==> src/design/assert_macros.svh <==
// Assertion macros shared by the wheel speed reporter RTL.
`ifndef ASSERT_MACROS_SVH
`define ASSERT_MACROS_SVH

// Check that an implication holds on every clock edge outside reset.
`define WSR_ASSERT(lbl, prop, msg) \
    lbl: assert property (@(posedge aclk) disable iff (!aresetn) (prop)) \
        else $error(msg);

// Check that a condition never occurs outside reset.
`define WSR_NEVER(lbl, expr, msg) \
    lbl: assert property (@(posedge aclk) disable iff (!aresetn) !(expr)) \
        else $error(msg);

`endif

==> src/design/wsr_pkg.sv <==
// Types and constants shared by the wheel speed reporter modules.
`default_nettype none

package wsr_pkg;

    localparam int DIST_W     = 12;
    localparam int INTERVAL_W = 16;
    localparam int REVS_W     = 4;
    localparam int TICKS_W    = 17;
    localparam int CFG_ADDR_W = 2;
    localparam int CFG_DATA_W = 16;
    localparam int PROD_W     = REVS_W + DIST_W;
    localparam int QUOT_W     = PROD_W + 8;
    localparam int DIV_CNT_W  = $clog2(QUOT_W);

    localparam logic [CFG_ADDR_W-1:0] REG_DISTANCE     = 2'd0;
    localparam logic [CFG_ADDR_W-1:0] REG_MAX_INTERVAL = 2'd1;
    localparam logic [CFG_ADDR_W-1:0] REG_REPORT_REVS  = 2'd2;

    localparam logic [DIST_W-1:0]     DIST_RESET     = 12'd133;
    localparam logic [INTERVAL_W-1:0] INTERVAL_RESET = 16'd1000;
    localparam logic [REVS_W-1:0]     REVS_RESET     = 4'd10;

    localparam logic [REVS_W-1:0]  REVS_MAX  = 4'hF;
    localparam logic [TICKS_W-1:0] TICKS_MAX = 17'h1FFFF;

    typedef enum logic [1:0] {
        S_IDLE,
        S_DIV,
        S_OUT
    } seq_state_t;

    typedef struct packed {
        logic                fire;
        logic [REVS_W-1:0]   revs;
        logic [TICKS_W-1:0]  ticks;
    } trk_report_t;

    typedef struct packed {
        logic busy;
        logic done;
    } div_status_t;

endpackage

`default_nettype wire

==> src/design/wsr_tracker.sv <==
// Sensor edge detection, revolution and tick counters, report decision.
`default_nettype none

module wsr_tracker (
    input  wire logic                              aclk,
    input  wire logic                              aresetn,
    input  wire logic                              tick,
    input  wire logic                              sensor_level,
    input  wire logic [wsr_pkg::INTERVAL_W-1:0]    max_interval,
    input  wire logic [wsr_pkg::REVS_W-1:0]        report_revs,
    output wsr_pkg::trk_report_t                   report
);

    logic                          pending_reg;
    logic                          last_reg;
    logic [wsr_pkg::REVS_W-1:0]    revs_reg;
    logic [wsr_pkg::TICKS_W-1:0]   ticks_reg;
    logic [wsr_pkg::REVS_W-1:0]    revs_next;
    logic [wsr_pkg::TICKS_W-1:0]   ticks_next;
    logic                          rise;

    // the held sample is judged one tick late
    assign rise = pending_reg & ~last_reg;

    always_comb begin
        revs_next = revs_reg;
        if (rise && revs_reg != wsr_pkg::REVS_MAX) begin
            revs_next = revs_reg + 1'b1;
        end
        ticks_next = ticks_reg;
        if (ticks_reg != wsr_pkg::TICKS_MAX) begin
            ticks_next = ticks_reg + 1'b1;
        end
        report.revs  = revs_next;
        report.ticks = ticks_next;
        report.fire  = tick && ((ticks_next > {1'b0, max_interval}) ||
                                (revs_next >= report_revs));
    end

    always_ff @(posedge aclk) begin
        if (!aresetn) begin
            pending_reg <= 1'b0;
            last_reg    <= 1'b0;
            revs_reg    <= '0;
            ticks_reg   <= '0;
        end else if (tick) begin
            last_reg    <= pending_reg;
            pending_reg <= sensor_level;
            // clear both counters once a report is issued
            revs_reg    <= report.fire ? '0 : revs_next;
            ticks_reg   <= report.fire ? '0 : ticks_next;
        end
    end

endmodule

`default_nettype wire

==> src/design/wsr_div.sv <==
// Restoring divider, one quotient bit per cycle.
`default_nettype none

module wsr_div (
    input  wire logic                            aclk,
    input  wire logic                            aresetn,
    input  wire logic                            start,
    input  wire logic [wsr_pkg::QUOT_W-1:0]      dividend,
    input  wire logic [wsr_pkg::TICKS_W-1:0]     divisor,
    output logic      [wsr_pkg::QUOT_W-1:0]      quotient,
    output wsr_pkg::div_status_t                 status
);

    logic [wsr_pkg::QUOT_W-1:0]    q_reg;
    logic [wsr_pkg::QUOT_W-1:0]    q_next;
    logic [wsr_pkg::TICKS_W-1:0]   rem_reg;
    logic [wsr_pkg::TICKS_W-1:0]   rem_next;
    logic [wsr_pkg::TICKS_W-1:0]   divisor_reg;
    logic [wsr_pkg::DIV_CNT_W-1:0] cnt_reg;
    logic                          busy_reg;
    logic                          done_reg;
    logic [wsr_pkg::TICKS_W:0]     rem_shift;
    logic [wsr_pkg::TICKS_W:0]     diff;
    logic                          fits;

    always_comb begin
        rem_shift = {rem_reg, q_reg[wsr_pkg::QUOT_W-1]};
        diff      = rem_shift - {1'b0, divisor_reg};
        fits      = rem_shift >= {1'b0, divisor_reg};
        // remainder stays below the divisor, so the top bit drops
        rem_next  = fits ? diff[wsr_pkg::TICKS_W-1:0]
                         : rem_shift[wsr_pkg::TICKS_W-1:0];
        q_next    = {q_reg[wsr_pkg::QUOT_W-2:0], fits};
    end

    always_ff @(posedge aclk) begin
        if (!aresetn) begin
            busy_reg <= 1'b0;
            done_reg <= 1'b0;
            cnt_reg  <= '0;
        end else begin
            done_reg <= 1'b0;
            if (start) begin
                busy_reg <= 1'b1;
                cnt_reg  <= wsr_pkg::DIV_CNT_W'(wsr_pkg::QUOT_W - 1);
            end else if (busy_reg) begin
                cnt_reg <= cnt_reg - 1'b1;
                if (cnt_reg == '0) begin
                    busy_reg <= 1'b0;
                    done_reg <= 1'b1;
                end
            end
        end
    end

    always_ff @(posedge aclk) begin
        if (start) begin
            q_reg       <= dividend;
            rem_reg     <= '0;
            divisor_reg <= divisor;
        end else if (busy_reg) begin
            q_reg   <= q_next;
            rem_reg <= rem_next;
        end
    end

    assign quotient    = q_reg;
    assign status.busy = busy_reg;
    assign status.done = done_reg;

endmodule

`default_nettype wire

==> src/design/wheel_speed_reporter_top.sv <==
// Top level of the wheel speed reporter: config, sequencer and result register.
//
// s_ channel: one word per millisecond tick, carrying the wheel sensor sample.
// m_ channel: one speed report word (8.8 m/s, revolutions, interval ticks).
// cfg_ port: write distance_per_rev (0), max_interval (1), report_revs (2);
// index 3 is ignored. Write only while the block is idle.
// A tick that makes no report leaves s_ready high, so the next tick may follow
// in the next cycle. A tick that makes a report holds s_ready low while the
// restoring divider runs, one quotient bit per cycle for all 24 quotient bits;
// the report then waits in S_OUT until the result register is free, and it
// appears on m_ in the same cycle that s_ready returns for the next tick.
// A waiting report does not block the next tick, but a second report stalls
// in the sequencer until the receiver takes the first.
// Reset (aresetn low, synchronous) clears the counters, the sensor history,
// the result valid flag, and loads the default register values.
`default_nettype none

module wheel_speed_reporter_top (
    input  wire logic                              aclk,
    input  wire logic                              aresetn,
    input  wire logic                              cfg_we,
    input  wire logic [wsr_pkg::CFG_ADDR_W-1:0]    cfg_addr,
    input  wire logic [wsr_pkg::CFG_DATA_W-1:0]    cfg_wdata,
    input  wire logic                              s_valid,
    output logic                                   s_ready,
    input  wire logic                              s_sensor_level,
    output logic                                   m_valid,
    input  wire logic                              m_ready,
    output logic      [7:0]                        m_speed_whole,
    output logic      [7:0]                        m_speed_fraction,
    output logic      [wsr_pkg::REVS_W-1:0]        m_revolution_count,
    output logic      [wsr_pkg::TICKS_W-1:0]       m_interval_ticks
);

    logic [wsr_pkg::DIST_W-1:0]     dist_reg;
    logic [wsr_pkg::INTERVAL_W-1:0] interval_reg;
    logic [wsr_pkg::REVS_W-1:0]     revs_cfg_reg;

    wsr_pkg::seq_state_t            state_reg;
    wsr_pkg::seq_state_t            state_next;
    wsr_pkg::trk_report_t           rpt;
    wsr_pkg::div_status_t           div_st;
    logic                           tick;
    logic                           div_start;
    logic                           load_out;
    logic [wsr_pkg::PROD_W-1:0]     prod;
    logic [wsr_pkg::QUOT_W-1:0]     quot;
    logic [wsr_pkg::REVS_W-1:0]     hold_revs_reg;
    logic [wsr_pkg::TICKS_W-1:0]    hold_ticks_reg;
    logic                           m_valid_reg;

    // configuration registers
    always_ff @(posedge aclk) begin
        if (!aresetn) begin
            dist_reg     <= wsr_pkg::DIST_RESET;
            interval_reg <= wsr_pkg::INTERVAL_RESET;
            revs_cfg_reg <= wsr_pkg::REVS_RESET;
        end else if (cfg_we) begin
            case (cfg_addr)
                wsr_pkg::REG_DISTANCE: begin
                    dist_reg <= cfg_wdata[wsr_pkg::DIST_W-1:0];
                end
                wsr_pkg::REG_MAX_INTERVAL: begin
                    interval_reg <= cfg_wdata[wsr_pkg::INTERVAL_W-1:0];
                end
                wsr_pkg::REG_REPORT_REVS: begin
                    revs_cfg_reg <= cfg_wdata[wsr_pkg::REVS_W-1:0];
                end
                default: begin
                end
            endcase
        end
    end

    assign s_ready = (state_reg == wsr_pkg::S_IDLE);
    assign tick    = s_valid && s_ready;

    wsr_tracker u_tracker (
        .aclk         (aclk),
        .aresetn      (aresetn),
        .tick         (tick),
        .sensor_level (s_sensor_level),
        .max_interval (interval_reg),
        .report_revs  (revs_cfg_reg),
        .report       (rpt)
    );

    assign prod = {{wsr_pkg::DIST_W{1'b0}}, rpt.revs} *
                  {{wsr_pkg::REVS_W{1'b0}}, dist_reg};

    wsr_div u_div (
        .aclk     (aclk),
        .aresetn  (aresetn),
        .start    (div_start),
        .dividend ({prod, 8'h00}),
        .divisor  (rpt.ticks),
        .quotient (quot),
        .status   (div_st)
    );

    always_ff @(posedge aclk) begin
        if (!aresetn) begin
            state_reg <= wsr_pkg::S_IDLE;
        end else begin
            state_reg <= state_next;
        end
    end

    always_comb begin
        state_next = state_reg;
        div_start  = 1'b0;
        load_out   = 1'b0;
        case (state_reg)
            wsr_pkg::S_IDLE: begin
                if (rpt.fire) begin
                    div_start  = 1'b1;
                    state_next = wsr_pkg::S_DIV;
                end
            end
            wsr_pkg::S_DIV: begin
                if (div_st.done) begin
                    state_next = wsr_pkg::S_OUT;
                end
            end
            wsr_pkg::S_OUT: begin
                // wait for the result register to free up
                if (!m_valid_reg || m_ready) begin
                    load_out   = 1'b1;
                    state_next = wsr_pkg::S_IDLE;
                end
            end
            default: begin
                state_next = wsr_pkg::S_IDLE;
            end
        endcase
    end

    always_ff @(posedge aclk) begin
        if (div_start) begin
            hold_revs_reg  <= rpt.revs;
            hold_ticks_reg <= rpt.ticks;
        end
    end

    always_ff @(posedge aclk) begin
        if (!aresetn) begin
            m_valid_reg <= 1'b0;
        end else if (load_out) begin
            m_valid_reg <= 1'b1;
        end else if (m_ready) begin
            m_valid_reg <= 1'b0;
        end
    end

    always_ff @(posedge aclk) begin
        if (load_out) begin
            // saturate the whole byte, keep the low quotient byte as is
            m_speed_whole      <= (|quot[wsr_pkg::QUOT_W-1:16]) ? 8'hFF : quot[15:8];
            m_speed_fraction   <= quot[7:0];
            m_revolution_count <= hold_revs_reg;
            m_interval_ticks   <= hold_ticks_reg;
        end
    end

    assign m_valid = m_valid_reg;

`include "assert_macros.svh"

    `WSR_NEVER(a_ready_while_dividing, s_ready && div_st.busy, "input ready during divide")
    `WSR_ASSERT(a_done_in_div, div_st.done |-> (state_reg == wsr_pkg::S_DIV), "stray divider done")
    `WSR_ASSERT(a_ticks_nonzero, m_valid |-> (m_interval_ticks != '0), "report with zero ticks")
    `WSR_ASSERT(a_start_leaves_idle, div_start |=> (state_reg == wsr_pkg::S_DIV), "divide not entered")

endmodule

`default_nettype wire
==> config.mk <==
export PLATFORM = sky130hd
export DESIGN_NAME = wheel_speed_reporter_top
export DESIGN_NICKNAME = d
export VERILOG_FILES = /design/src/design/wsr_pkg.sv /design/src/design/wsr_tracker.sv /design/src/design/wsr_div.sv /design/src/design/wheel_speed_reporter_top.sv
export VERILOG_INCLUDE_DIRS = /design/src /design/src/design
export SDC_FILE = /design/constraint.sdc
export NUM_CORES = 1
export LEC_CHECK = 0
export ABC_AREA = 1
export BUFFER_PORTS_ARGS = -buffer_cell sky130_fd_sc_hd__buf_4
export CAP_MARGIN = 0
export CELL_PAD_IN_SITES_DETAIL_PLACEMENT = 0
export CELL_PAD_IN_SITES_GLOBAL_PLACEMENT = 1
export CORE_AREA = 4 4 150 152
export CTS_CLUSTER_SIZE = 10
export DETAILED_ROUTE_END_ITERATION = 8
export DIE_AREA = 0 0 154 156
export PLACE_DENSITY_LB_ADDON = 0.2
export SYNTH_ARGS = -nofsm -noshare
export SYNTH_HDL_FRONTEND = slang
export SYNTH_SLANG_ARGS = --single-unit
==> constraint.sdc <==
create_clock -name aclk -period 7.5 [get_ports aclk]
set_clock_uncertainty 0.1 [all_clocks]
set_input_delay 0.375 -clock aclk [delete_from_list [all_inputs] [get_ports aclk]]
set_output_delay 0.375 -clock aclk [all_outputs]
set_load 0.05 [all_outputs]
==> flow_metrics.env, run 1 <==
export IMPL_vias_per_cell=4.85
export IMPL_ff2ff_path_depth=21
export IMPL_routed_via_count=7183
export IMPL_period_share_pct=64.9
export IMPL_synthAdderAreaFrac_pct=12.7
export IMPL_num_rows=53
export IMPL_synth_flop_cell="dfxtp_1"
export IMPL_end_kind="register"
export IMPL_regArea_mm2=0.00402
export IMPL_status="complete, no violations"
export IMPL_die_x_um=154
export IMPL_maxCapViolations=0
export IMPL_pin_count=63
export IMPL_synth_top_family_by_area="simple AND/OR/NAND/NOR gates"
export IMPL_syn_area_mm2=0.00935
export IMPL_slew_violations=0
export IMPL_p_total_mw=2.82
export IMPL_portBuffers=62
export IMPL_ant_nets=0
export IMPL_hold_viol=0
export IMPL_grt_start_max_net_pins=40
export IMPL_cp_arrival_ps=4930
export IMPL_slew_headroom_pct=28.9
export IMPL_rsz0062_at_grt="no"
export IMPL_p_leak_nw=4.95
export IMPL_setup_viol=0
export IMPL_grt_overflow=0
export IMPL_cts_hold_buf=0
export IMPL_avgSynthCellArea_um2=8.21
export IMPL_power_density_mw_per_mm2=265
export IMPL_syn_num_nets=1244
export IMPL_clock_latency_ps=430
export IMPL_hold_depth=3
export IMPL_synth_edf_count=74
export IMPL_final_common_cell="nand2_1"
export IMPL_fill_cells=2040
export IMPL_synth_compound_area_share_pct=11.1
export IMPL_multi_input_area_mm2=0.00446
export IMPL_die_area_mm2=0.0240
export IMPL_synthCells=1138
export IMPL_antennaDiodeCount=0
export IMPL_wl_per_cell_um=14.1
export IMPL_fmax_ghz=0.206
export IMPL_synth_mux_area_share_pct=0
export IMPL_worstSetupStartpoint="u_tracker.revs_reg[0]"
export IMPL_htreeDepth=4
export IMPL_gp_congestion=0.836
export IMPL_cts_post_setup_buffers_inserted=0
export IMPL_numClockSinks=164
export IMPL_coreArea_mm2=0.0210
export IMPL_grt_pass1_vias=6874
export IMPL_place_hpwl_um=15700
export IMPL_layout_common_cells="nand2_1 (243), inv_1 (185), nor2_1 (116), dfxtp_1 (90), a21oi_1 (82)"
export IMPL_initial_utilization_pct=44.5
export IMPL_drive_gt1_share_pct=10.8
export IMPL_cts_tree="yes"
export IMPL_ys_seq_area_share_pct=43.1
export IMPL_cts_resized=0
export IMPL_antenna_found_initial=0
export IMPL_path_cells="ha_1 > nand3_1 > nand3_1 > inv_1 > nand2_1 > xor2_1 > inv_1 > nand2_1 > fa_1 > fa_1 > fa_1 > inv_1 > a21oi_1 > o21bai_1 > nand2_1 > nand2_1 > nand2_1 > nand2_1 > a21oi_1 > xor2_1 > o21ai_0"
export IMPL_cts_root_buf="clkbuf_16"
export IMPL_cpPeakStageDelay_ps=830
export IMPL_cp_start_kind="register"
export IMPL_clkSlewWorstSetupHoldPaths_ps=70
export IMPL_grt_pass1_wl_um=34900
export IMPL_synthSimpleGateAreaFrac_pct=20.3
export IMPL_synth_warnings=0
export IMPL_fin_nets=1300
export IMPL_period_minus_slack_ps=4870
export IMPL_route_detailed_drc=0
export IMPL_rr_startpoint="u_tracker.revs_reg[0]"
export IMPL_vdd_ir_drop_worst_uv=197
export IMPL_synth_seq_cells=164
export IMPL_fin_setup_tns_ps=0
export IMPL_grt_usage_pct=17.9
export IMPL_hold_start="cfg_wdata[1]"
export IMPL_cts_path_max_buffers=2
export IMPL_tightest_slew_ps=1060
export IMPL_yosysUniqueCellTypes=42
export IMPL_dr_pass1_iters=5
export IMPL_hp_class="in -> reg"
export IMPL_stdcell_area_mm2=0.0106
export IMPL_crit_top_cell="nand2_1"
export IMPL_worstSetupPathType="reg -> reg"
export IMPL_cts_inserted_buffers=17
export IMPL_die_h_um=156
export IMPL_largest_reg_flops=24
export IMPL_dpl_cell_area_mm2=0.0100
export IMPL_synth_async_reset_ratio_pct=0
export IMPL_routed_wl_um=20900
export IMPL_cp_slowest_cell="xor2_1"
export IMPL_areaGrowthSynthToFinish_pct=13.9
export IMPL_required_ps=7570
export IMPL_worstPathMaxFanout=13
export IMPL_drt_iter0_markers=425
export IMPL_synth_xor_area_share_pct=3.47
-- Yosys cell counts, types with 3 or more instances --
| cell type | count | area [um^2] |
|---|---|---|
| xnor2_1 | 13 | 114 |
| or2_2 | 3 | 18.8 |
| nor3_2 | 7 | 70.1 |
| o21ai_0 | 59 | 295 |
| nand3b_1 | 3 | 22.5 |
| o22ai_1 | 7 | 43.8 |
| nor2_1 | 116 | 435 |
| nand4_1 | 13 | 81.3 |
| o21ai_1 | 3 | 15.0 |
| nand2_2 | 5 | 31.3 |
| nand3_1 | 34 | 170 |
| a21o_1 | 3 | 22.5 |
| inv_2 | 3 | 11.3 |
| fa_1 | 21 | 420 |
| buf_4 | 3 | 22.5 |
| inv_1 | 185 | 694 |
| o211ai_1 | 19 | 143 |
| buf_6 | 4 | 45.0 |
| nor3_1 | 12 | 60.1 |
| ha_1 | 61 | 763 |
| edfxtp_1 | 74 | 2220 |
| dfxtp_1 | 90 | 1800 |
| clkinv_1 | 3 | 11.3 |
| a21oi_2 | 5 | 43.8 |
| xor2_1 | 24 | 210 |
| a21oi_1 | 82 | 410 |
| nand2_1 | 243 | 912 |
| clkbuf_1 | 18 | 67.6 |
| nor4_1 | 4 | 25.0 |
| buf_2 | 4 | 20.0 |
-- stage by stage --
step                      cells  setup slack (ps)  util [%]  hold WS, ps
after floorplan            1138              3320         -          300
after global placement     1450              2790      47.8          323
after detailed placement   1450              2620      47.8          327
after CTS                  1482              2640      50.6         64.9
after global routing       1482              2270      50.6         76.1
final                      1482              2630      50.6         82.0
-- cells by family (layout without fill, tap and decap cells) --
kind of cell	count (synthesis)	count (layout)
flip-flops	164	164
XOR/XNOR	37	37
adder cells (fa/ha/maj)	82	82
AO/OA/AOI/OAI	187	187
buffers and inverters	221	290
AND/OR/NAND/NOR	447	447
-- worst max-delay path, delay by kind of cell (launching register included) --
| kind | cells | cell delay, ps |
|---|---|---|
| buf+inv | 3 | 350 |
| compound gates | 4 | 460 |
| fa+ha+maj | 4 | 1650 |
| simple gates | 8 | 720 |
| xor+xnor | 2 | 950 |
| flops | 1 | 370 |
-- path summary, 6_finish.rpt --
kind	to	slack, ps
min reg2reg	m_revolution_count[0]	350
min	revs_cfg_reg[1]	80
max	u_div.quotient[20]	2630
max reg2reg	u_div.quotient[20]	2630
-- metal layers --
metal	share of wire [%]	wire [um]	GRT usage (%)
met3	4.2	875	3.11
met5	0	0	0
met2	43	8920	27.2
met1	51	10700	26.2
met4	1.7	351	5.30
-- layout make-up --
class | count | area share, %
Clock inverter | 15 | 1.63
Inverter | 191 | 6.73
Tap cell | 275 | 3.23
Multi-Input combinational cell | 753 | 41.9
Timing Repair Buffer | 67 | 4.72
Sequential cell | 164 | 37.8
Clock buffer | 17 | 4.00
-- power breakdown --
group	switching (mW)	internal (mW)	total, mW
combinational	0.538	0.251	0.789
sequential	0.0696	1.07	1.14
clock	0.430	0.454	0.884
total	1.04	1.78	2.82
Note: power is estimated with default switching activity, not from simulation.
==> inputs of run 2 (changes only) <==
==> constraint.sdc (replaced) <==
create_clock -name aclk -period 4.9 [get_ports aclk]
set_clock_uncertainty 0.1 [all_clocks]
set_input_delay 0.245 -clock aclk [delete_from_list [all_inputs] [get_ports aclk]]
set_output_delay 0.245 -clock aclk [all_outputs]
set_load 0.05 [all_outputs]
==> flow_metrics.env, run 2 (synthesis results as in run 1) <==
export IMPL_slew_headroom_pct=23.5
export IMPL_portBuffers=62
export IMPL_rsz0062_at_grt="no"
export IMPL_die_area_mm2=0.0240
export IMPL_path_cells="ha_1 > nand3_1 > nand3_1 > inv_1 > nand2_1 > nor2_1 > xor2_1 > nand2_1 > fa_1 > fa_1 > fa_1 > inv_1 > a21oi_1 > o21bai_1 > nand2_1 > nand2_1 > nand2_1 > nand2_1 > a21oi_1 > xor2_1 > o21ai_0"
export IMPL_num_rows=53
export IMPL_critPathTopFamily="adder cells"
export IMPL_areaGrowthSynthToFinish_pct=15.7
export IMPL_p_leak_nw=5.02
export IMPL_cpPeakStageDelay_ps=540
export IMPL_cp_slowest_cell="fa_1"
export IMPL_die_x_um=154
export IMPL_slew_violations=0
export IMPL_cp_start_kind="register"
export IMPL_fmax_ghz=0.232
export IMPL_gp_congestion=0.804
export IMPL_vdd_ir_drop_worst_uv=212
export IMPL_setup_viol=0
export IMPL_grt_pass1_vias=7189
export IMPL_hold_viol=0
export IMPL_power_density_mw_per_mm2=397
export IMPL_route_detailed_drc=0
export IMPL_antennaDiodeCount=0
export IMPL_cts_tree="yes"
export IMPL_routed_via_count=7268
export IMPL_antenna_found_initial=0
export IMPL_wl_per_cell_um=13.9
export IMPL_dpl_cell_area_mm2=0.0101
export IMPL_drive_gt1_share_pct=11.0
export IMPL_clkSlewWorstSetupHoldPaths_ps=70
export IMPL_coreArea_mm2=0.0210
export IMPL_period_share_pct=87.9
export IMPL_numClockSinks=164
export IMPL_grt_pass1_wl_um=36000
export IMPL_initial_utilization_pct=44.5
export IMPL_drt_iter0_markers=359
export IMPL_required_ps=4970
export IMPL_vias_per_cell=4.84
export IMPL_grt_start_max_net_pins=39
export IMPL_cts_root_buf="clkbuf_16"
export IMPL_crit_top_cell="nand2_1"
export IMPL_hp_class="in -> reg"
export IMPL_status="complete, no violations"
export IMPL_fin_setup_tns_ps=0
export IMPL_pin_count=63
export IMPL_htreeDepth=4
export IMPL_cts_post_setup_buffers_inserted=0
export IMPL_final_common_cell="nand2_1"
export IMPL_dr_pass1_iters=5
export IMPL_routed_wl_um=20900
export IMPL_stdcell_area_mm2=0.0108
export IMPL_largest_reg_flops=24
export IMPL_maxCapViolations=0
export IMPL_clock_latency_ps=430
export IMPL_layout_common_cells="nand2_1 (243), inv_1 (184), nor2_1 (116), dfxtp_1 (90), a21oi_1 (82)"
export IMPL_ant_nets=0
export IMPL_cp_arrival_ps=4370
export IMPL_tightest_slew_ps=1140
export IMPL_cts_path_max_buffers=2
export IMPL_grt_overflow=0
export IMPL_path_buf_inv=2
export IMPL_worstSetupPathType="reg -> reg"
export IMPL_cts_inserted_buffers=17
export IMPL_grt_usage_pct=18.3
export IMPL_worstPathMaxFanout=4
export IMPL_fin_nets=1320
export IMPL_period_minus_slack_ps=4310
export IMPL_end_kind="register"
export IMPL_die_h_um=156
export IMPL_place_hpwl_um=15900
run 2: changes by cell type in the layout (fill, tap and decap cells not counted), moves of 3 or more:
cell           before  now
buf_4              67   73
dlygate4sd3_1       0   14
inv_6               1    4
inv_8               9    3
run 2: routing by layer:
metal	vias to the layer above	global-route usage, %	routed length, um	share of wire (%)
li1	3839	-	-	-
met3	16	3.19	676	3.2
met2	116	28.8	9330	45
met5	-	0	0	0
met4	0	4.12	150	0.72
met1	3297	26.6	10800	51
run 2: power breakdown:
group | switching, mW | internal, mW
Clock | 0.622 | 0.684
Combinational | 0.825 | 0.407
Sequential | 0.106 | 1.64
run 2: worst paths after layout:
check	start	endpoint	slack (ps)	cells past startpoint
worst min-delay path	cfg_wdata[4]	interval_reg[4]	20	3
worst min register to register	hold_revs_reg[0]	m_revolution_count[0]	320	0
worst max register to register	u_tracker.revs_reg[0]	u_div.quotient[20]	590	21
worst max-delay path	u_tracker.revs_reg[0]	u_div.quotient[20]	590	21
run 2: metrics by stage:
stage / setup WS (ps) / util, % / hold WS (ps) / power [mW] / instances
after global placement: 554 / 48.0 / 303 / 3.00 / 1456
final: 594 / 51.4 / 20.0 / 4.29 / 1502
after global routing: 69.6 / 51.4 / 0.994 / 4.60 / 1502
after floorplan: 718 / - / 275 / 2.69 / 1138
after detailed placement: 475 / 48.0 / 305 / 3.00 / 1456
after CTS: 449 / 51.4 / 4.10 / 4.34 / 1502
run 2: layout make-up:
class / instances / area (um^2)
Clock buffer: 18 / 429
Clock inverter: 14 / 158
Multi-Input combinational cell: 753 / 4450
Sequential cell: 164 / 4020
Fill cell: 2041 / 10200
Tap cell: 275 / 344
Timing Repair Buffer: 87 / 688
Inverter: 191 / 717
run 2: worst register-to-register path, cell delays in order (launching register included):
cell	delay (ps)
dfxtp_1	330
ha_1	210
nand3_1	80
nand3_1	90
inv_1	100
nand2_1	70
nor2_1	110
xor2_1	330
nand2_1	130
fa_1	520
fa_1	540
fa_1	460
inv_1	70
a21oi_1	60
o21bai_1	250
nand2_1	80
nand2_1	90
nand2_1	50
nand2_1	80
a21oi_1	80
xor2_1	120
o21ai_0	80
run 2: timing repair:
| action | 4_1_cts | 5_1_grt |
|---|---|---|
| hold buffers | 14 | 0 |
| endpoints found under the setup margin | 0 | 3 |
| hold endpoints to repair | 18 | 0 |
| gates resized for setup | 0 | 1 |
